$ cat src/hdl/tgac_pkg.sv
`default_nettype none

package tgac_pkg;

   localparam int OUT_W      = 32;
   localparam int GAP_W      = 16;
   localparam int LIM_W      = 32;
   localparam int RATE_W     = 10;
   localparam int AXIS_W     = 2;
   localparam int CSR_IDX_W  = 2;
   localparam int CSR_DATA_W = 32;

   localparam logic [AXIS_W-1:0] AXIS_X = 2'd0;
   localparam logic [AXIS_W-1:0] AXIS_Y = 2'd1;
   localparam logic [AXIS_W-1:0] AXIS_Z = 2'd2;

   localparam logic [CSR_IDX_W-1:0] CSR_AXIS_SELECT = 2'd0;
   localparam logic [CSR_IDX_W-1:0] CSR_GAP_MIN_LEN = 2'd1;
   localparam logic [CSR_IDX_W-1:0] CSR_ACCEL_MAX   = 2'd2;
   localparam logic [CSR_IDX_W-1:0] CSR_FRAME_RATE  = 2'd3;

   localparam logic [AXIS_W-1:0] AXIS_SELECT_RESET = AXIS_X;
   localparam logic [GAP_W-1:0]  GAP_MIN_LEN_RESET = 16'd0;
   localparam logic [LIM_W-1:0]  ACCEL_MAX_RESET   = 32'hFFFF_FFFF;
   localparam logic [RATE_W-1:0] FRAME_RATE_RESET  = 10'd100;

   typedef enum logic [3:0] {
      ST_IDLE,
      ST_EVAL,
      ST_MUL,
      ST_DIV,
      ST_SAVE,
      ST_MAG,
      ST_PROD,
      ST_ACCUM,
      ST_DONE
   } state_type;

   typedef struct packed {
      logic capture;
      logic start;
      logic load_div;
      logic div_step;
      logic store_v1;
      logic make_mag;
      logic make_prod;
      logic accum;
      logic commit;
   } cmd_type;

   typedef struct packed {
      logic check_en;
      logic div_last;
      logic second_vel;
      logic last_axis;
      logic out_free;
   } status_type;

   typedef struct packed {
      logic [AXIS_W-1:0] axis_select;
      logic [GAP_W-1:0]  gap_min_len;
      logic [LIM_W-1:0]  accel_max;
      logic [RATE_W-1:0] frame_rate;
   } cfg_type;

endpackage

`default_nettype wire

$ cat src/hdl/tgac_ctrl.sv
`default_nettype none

module tgac_ctrl import tgac_pkg::*; (
   input  wire logic       clock,
   input  wire logic       reset,
   input  wire logic       req_valid,
   output logic            req_stall,
   input  wire status_type status,
   output cmd_type         cmd
);

   state_type state_ff;
   state_type state_in;

   always_ff @(posedge clock) begin
      if (reset) begin
         state_ff <= ST_IDLE;
      end else begin
         state_ff <= state_in;
      end
   end

   always_comb begin
      state_in  = state_ff;
      cmd       = '0;
      req_stall = (state_ff != ST_IDLE);
      unique case (state_ff)
         ST_IDLE: begin
            if (req_valid) begin
               cmd.capture = 1'b1;
               state_in    = ST_EVAL;
            end
         end
         ST_EVAL: begin
            cmd.start = 1'b1;
            state_in  = status.check_en ? ST_MUL : ST_DONE;
         end
         ST_MUL: begin
            cmd.load_div = 1'b1;
            state_in     = ST_DIV;
         end
         ST_DIV: begin
            cmd.div_step = 1'b1;
            if (status.div_last) begin
               state_in = status.second_vel ? ST_MAG : ST_SAVE;
            end
         end
         ST_SAVE: begin
            cmd.store_v1 = 1'b1;
            state_in     = ST_MUL;
         end
         ST_MAG: begin
            cmd.make_mag = 1'b1;
            state_in     = ST_PROD;
         end
         ST_PROD: begin
            cmd.make_prod = 1'b1;
            state_in      = ST_ACCUM;
         end
         ST_ACCUM: begin
            cmd.accum = 1'b1;
            state_in  = status.last_axis ? ST_DONE : ST_MUL;
         end
         ST_DONE: begin
            if (status.out_free) begin
               cmd.commit = 1'b1;
               state_in   = ST_IDLE;
            end
         end
         default: begin
            state_in = ST_IDLE;
         end
      endcase
   end

endmodule

`default_nettype wire

$ cat config.mk
export PLATFORM = sky130hd
export DESIGN_NAME = tgac_ctrl
export DESIGN_NICKNAME = d
export VERILOG_FILES = /design/src/hdl/tgac_pkg.sv /design/src/hdl/tgac_ctrl.sv
export SDC_FILE = /design/constraint.sdc
export NUM_CORES = 1
export LEC_CHECK = 0
export BUFFER_PORTS_ARGS = -buffer_cell sky130_fd_sc_hd__buf_4
export CAP_MARGIN = 30
export CORE_AREA = 2 2 39 41
export DETAILED_ROUTE_END_ITERATION = 7
export DIE_AREA = 0 0 41 43
export HOLD_SLACK_MARGIN = 0.06
export PLACE_DENSITY = 0.45
export SLEW_MARGIN = 20
export SYNTH_ARGS = -nofsm -noshare
export SYNTH_HDL_FRONTEND = slang
export SYNTH_SLANG_ARGS = --single-unit
$ cat constraint.sdc
create_clock -name clock -period 1.5 [get_ports clock]
set_input_delay 0.3 -clock clock [delete_from_list [all_inputs] [get_ports clock]]
set_output_delay 0.3 -clock clock [all_outputs]
set_load 0.01 [all_outputs]
==> After elaboration in Yosys (flattened, before gate mapping) <==
Index checks and enable logic that the tools add are counted.
{ "word_totals": {"out_inout_bits": 10, "ff_bits": 4, "word_cells": 33} }
{ "op_classes": {"n_eq_ne": 11, "mux": 18, "n_reduce_logical": 3} }
{ "op_table": {"columns": ["operator", "n"], "rows": [
  ["$pmux W4 S9", 1],
  ["$mux W4", 5],
  ["$eq A4 B3 Y1 const B", 4],
  ["$mux W1", 12],
  ["$eq A4 B2 Y1 const B", 2],
  ["$ne A2 B2 Y1 const B", 3],
  ["$eq A4 B1 Y1 const B", 1],
  ["$eq A4 B4 Y1 const B", 1],
  ["$logic_not A4 Y1", 1],
  ["$reduce_bool A4 Y1", 1],
  ["$reduce_and A3 Y1", 1]
]} }

==> Longest topological paths before layout <==
{ "logic_depth": {"depth_word": 3, "depth_mapped": 4, "ltp_nobuf": 3} }

==> Worst setup path before layout <==
No wires, ideal clock.
{ "synth_path": {"path_type": "reg2out", "start": "reg state_ff[3]", "end": "out cmd[6] (netlist name)", "t_arrival_ps": 930, "stages_incl_launch_ff": 4, "required_time_ps": 1200, "n_path_buf": 1, "setup_slack_ps": 270, "path_cell_list": "dfxtp_1 clkbuf_1 nand2b_1 nor3_1"} }
{ "synth_lines": {"columns": ["element", "line", "source"], "rows": [
  ["start, declared", "tgac_ctrl.sv:12", "state_type state_ff;"],
  ["start signal, assigned", "tgac_ctrl.sv:19", "state_ff <= state_in;"],
  ["end, declared", "tgac_ctrl.sv:9", "output cmd_type cmd"]
]} }

==> impl_metrics.env <==
export IMPL_grt_pass1_vias=338
export IMPL_syn2layout_area_growth_pct=60.08
export IMPL_initial_core_util_pct=22.88
export IMPL_synth_cell_type_count=24
export IMPL_critical_path_reg2reg_endpoint="state_ff[0]$_SDFFE_PP0P_"
export IMPL_post_cts_setup_buffer_count=0
export IMPL_chipWidth_um=41
export IMPL_final_critical_path_setup_slack_ps=67.56
export IMPL_cts_tree="yes"
export IMPL_layout_drive_gt1_share_pct=44.44
export IMPL_crit_type="flip-flop to output pin"
export IMPL_placedInstanceArea_um2=461.7
export IMPL_startpoint_type="flip-flop"
export IMPL_hp_start="reset"
export IMPL_setup_reg_to_reg_worst_slack_ps=170
export IMPL_drt_iter0_drc=8
export IMPL_finalNonFillerCells=79
export IMPL_insertion_delay_ps=240
export IMPL_max_flop_register="state_ff"
export IMPL_worstHoldPathType="primary input to flip-flop"
export IMPL_cp_data_arrival_time_ps=1130
export IMPL_clk_path_buf_depth=2
export IMPL_ctsRootBufferMaster="sky130_fd_sc_hd__clkbuf_4"
export IMPL_final_net_count=73
export IMPL_hold_violations=0
export IMPL_antenna_cells=0
export IMPL_route_detailed_wl_per_inst_um=12.58
export IMPL_synth_cell_area_um2=316.6
export IMPL_worstMarginPinSlew_ps=305.3
export IMPL_timing_critical_path_to_type="output pin"
export IMPL_power_density_nw_per_um2=813.6
export IMPL_synthesis_yosys_warnings=0
export IMPL_hold_path_depth=2
export IMPL_clkSinkCount=4
export IMPL_grt_max_degree=12
export IMPL_synth_seq_area_share_pct=25.30
export IMPL_drv_max_cap_violation_count=0
export IMPL_ff2ff_path_depth=3
export IMPL_std_cell_rows=14
export IMPL_crit_required_ps=1200
export IMPL_overall_die_area_um2=1763
export IMPL_placedCellCount=76
export IMPL_viasPerCell=4.937
export IMPL_fin_crit_ps=1432
export IMPL_grt_antenna_before_repair=0
export IMPL_worst_ir_drop_vdd_uv=225.8
export IMPL_grt_remaining_overflow=0
export IMPL_timing_rr_start="state_ff[1]$_SDFFE_PP0P_"
export IMPL_cts_clk_slew_worst_paths_ps=40
export IMPL_dr_pass1_iters=4
export IMPL_syn_instance_count=44
export IMPL_final_min_period_over_clock_period_pct=95.50
export IMPL_clock_tree_htree_level_count=1
export IMPL_cts_buffers=3
export IMPL_routed_wirelength_um=994
export IMPL_synthesis_area_per_instance_um2=7.194
export IMPL_final_design_area_no_fill_um2=506.7
export IMPL_critical_path_fanouts_max=8
export IMPL_clock_fmax_mhz=698.1
export IMPL_postCtsResizedCells=2
export IMPL_drc=0
export IMPL_total_power_uw=412.3
export IMPL_dp_hpwl_um=740.6
export IMPL_rsz_0062_raised_after_global_routing="yes"
export IMPL_syn_nets=52
export IMPL_cts_hold_fix_buffers=0
export IMPL_maxSlewViolCount=0
export IMPL_detailroute_via_count=390
export IMPL_cellLeakagePower_uw=0.0002288
export IMPL_grt_total_usage_pct=12.44
export IMPL_outcome="finished, final reports clean"
export IMPL_finalSetupViolations=0
export IMPL_most_common_layout_cells="20 x sky130_fd_sc_hd__buf_4, 6 x sky130_fd_sc_hd__nor2_1, 5 x sky130_fd_sc_hd__nor3_1, 4 x sky130_fd_sc_hd__nand2_1, 3 x sky130_fd_sc_hd__clkbuf_4"
export IMPL_max_ffs_per_register=4
export IMPL_timing_slew_headroom_pct=79.38
export IMPL_most_common_cell_after_layout_fill_and_taps_aside="sky130_fd_sc_hd__buf_4"
export IMPL_layout_core_utilization_pct=36.62
export IMPL_place_worst_setup_slack_ps=184.5
export IMPL_ys_seq_elements=4
export IMPL_layout_top_registers="state_ff (4)"
export IMPL_worst_clock_skew_ps=6.636
export IMPL_gp_congestion=0.7822
export IMPL_io_buffer_count=17
export IMPL_antenna_left=0
export IMPL_core_um2=1384
export IMPL_grt_first_pass_wirelength_um=1442
export IMPL_io_pin_count=18
export IMPL_fp_dieH_um=43
export IMPL_holdPathEnd="state_ff[2]$_SDFFE_PP0P_"
## logic make-up after synthesis
| logic type | share of synthesized area [%] |
|---|---|
| simple gates | 45.46 |
| compound gates | 14.23 |
| buf+inv | 9.089 |
| flops | 25.30 |
| xor+xnor | 2.767 |
| mux | 3.162 |
## worst max-delay path, stage by stage (launching register included)
cell and delay, ps:
sky130_fd_sc_hd__dfxtp_1 480, sky130_fd_sc_hd__nor2_1 90, sky130_fd_sc_hd__and3_1 190, sky130_fd_sc_hd__buf_4 140
## cell type report
cell class / count / area (um^2)
sequential: 4 / 87.58
timing repair buffer: 20 / 150.1
clock buffer: 3 / 22.52
fill: 151 / 877.1
inverter: 1 / 3.754
tap: 16 / 20.02
multi-input combinational: 35 / 222.7
## per-layer routing
layer,up-vias,routed length [um],global-route usage [%]
met1,178,434,14.10
li1,194,-,-
met2,18,492,19.38
met5,-,0,0
met4,0,0,8.000
met3,0,67,3.141
## through the flow
| stage | setup TNS (ps) | hold WS [ps] |
|---|---|---|
| 6_report | 0 | 266.1 |
| 5_1_grt | -3.976 | 261.1 |
| 4_1_cts | 0 | 262.5 |
| 3_5_place_dp | 0 | 524.0 |
| 3_3_place_gp | 0 | 524.5 |
| 2_1_floorplan | 0 | 376.8 |
## Yosys cell counts
cell	instances	area (um^2)
sky130_fd_sc_hd__nand2_1	4	15.01
sky130_fd_sc_hd__a211oi_1	1	7.510
sky130_fd_sc_hd__buf_6	1	11.26
sky130_fd_sc_hd__and3_1	1	6.260
sky130_fd_sc_hd__a21oi_1	1	5.000
sky130_fd_sc_hd__nor2_1	7	26.28
sky130_fd_sc_hd__nand3b_1	1	7.510
sky130_fd_sc_hd__buf_2	2	10.01
sky130_fd_sc_hd__nor3_1	6	30.03
sky130_fd_sc_hd__o32ai_1	1	8.760
sky130_fd_sc_hd__clkbuf_1	1	3.750
sky130_fd_sc_hd__and2b_1	1	7.510
sky130_fd_sc_hd__or4b_1	1	10.01
sky130_fd_sc_hd__nor4_1	1	6.260
sky130_fd_sc_hd__a2bb2oi_1	1	8.760
sky130_fd_sc_hd__or2b_1	1	7.510
sky130_fd_sc_hd__or3b_1	1	8.760
sky130_fd_sc_hd__inv_1	1	3.750
sky130_fd_sc_hd__a31oi_1	1	6.260
sky130_fd_sc_hd__dfxtp_1	4	80.08
sky130_fd_sc_hd__mux2i_1	1	10.01
sky130_fd_sc_hd__xor2_1	1	8.760
sky130_fd_sc_hd__o41ai_1	1	8.760
sky130_fd_sc_hd__nand2b_1	3	18.77
## report_power, final
part           internal [uW]  switching, uW
combinational           77.2           63.8
sequential               115           18.5
clock                   89.8           48.1
total                    282            130
## worst max path at each step
stage | startpoint | endpoint | slack [ps]
final | state_ff[3]$_SDFFE_PP0P_ | cmd[8] | 70
after CTS | state_ff[0]$_SDFFE_PP0P_ | cmd[7] | 10
after detailed placement | state_ff[0]$_SDFFE_PP0P_ | cmd[7] | 180
after global routing | state_ff[2]$_SDFFE_PP0P_ | cmd[0] | -4
after floorplan | state_ff[3]$_SDFFE_PP0P_ | cmd[6] | 270
after global placement | state_ff[0]$_SDFFE_PP0P_ | cmd[7] | 180
Note: power is estimated with default switching activity, not from simulation.
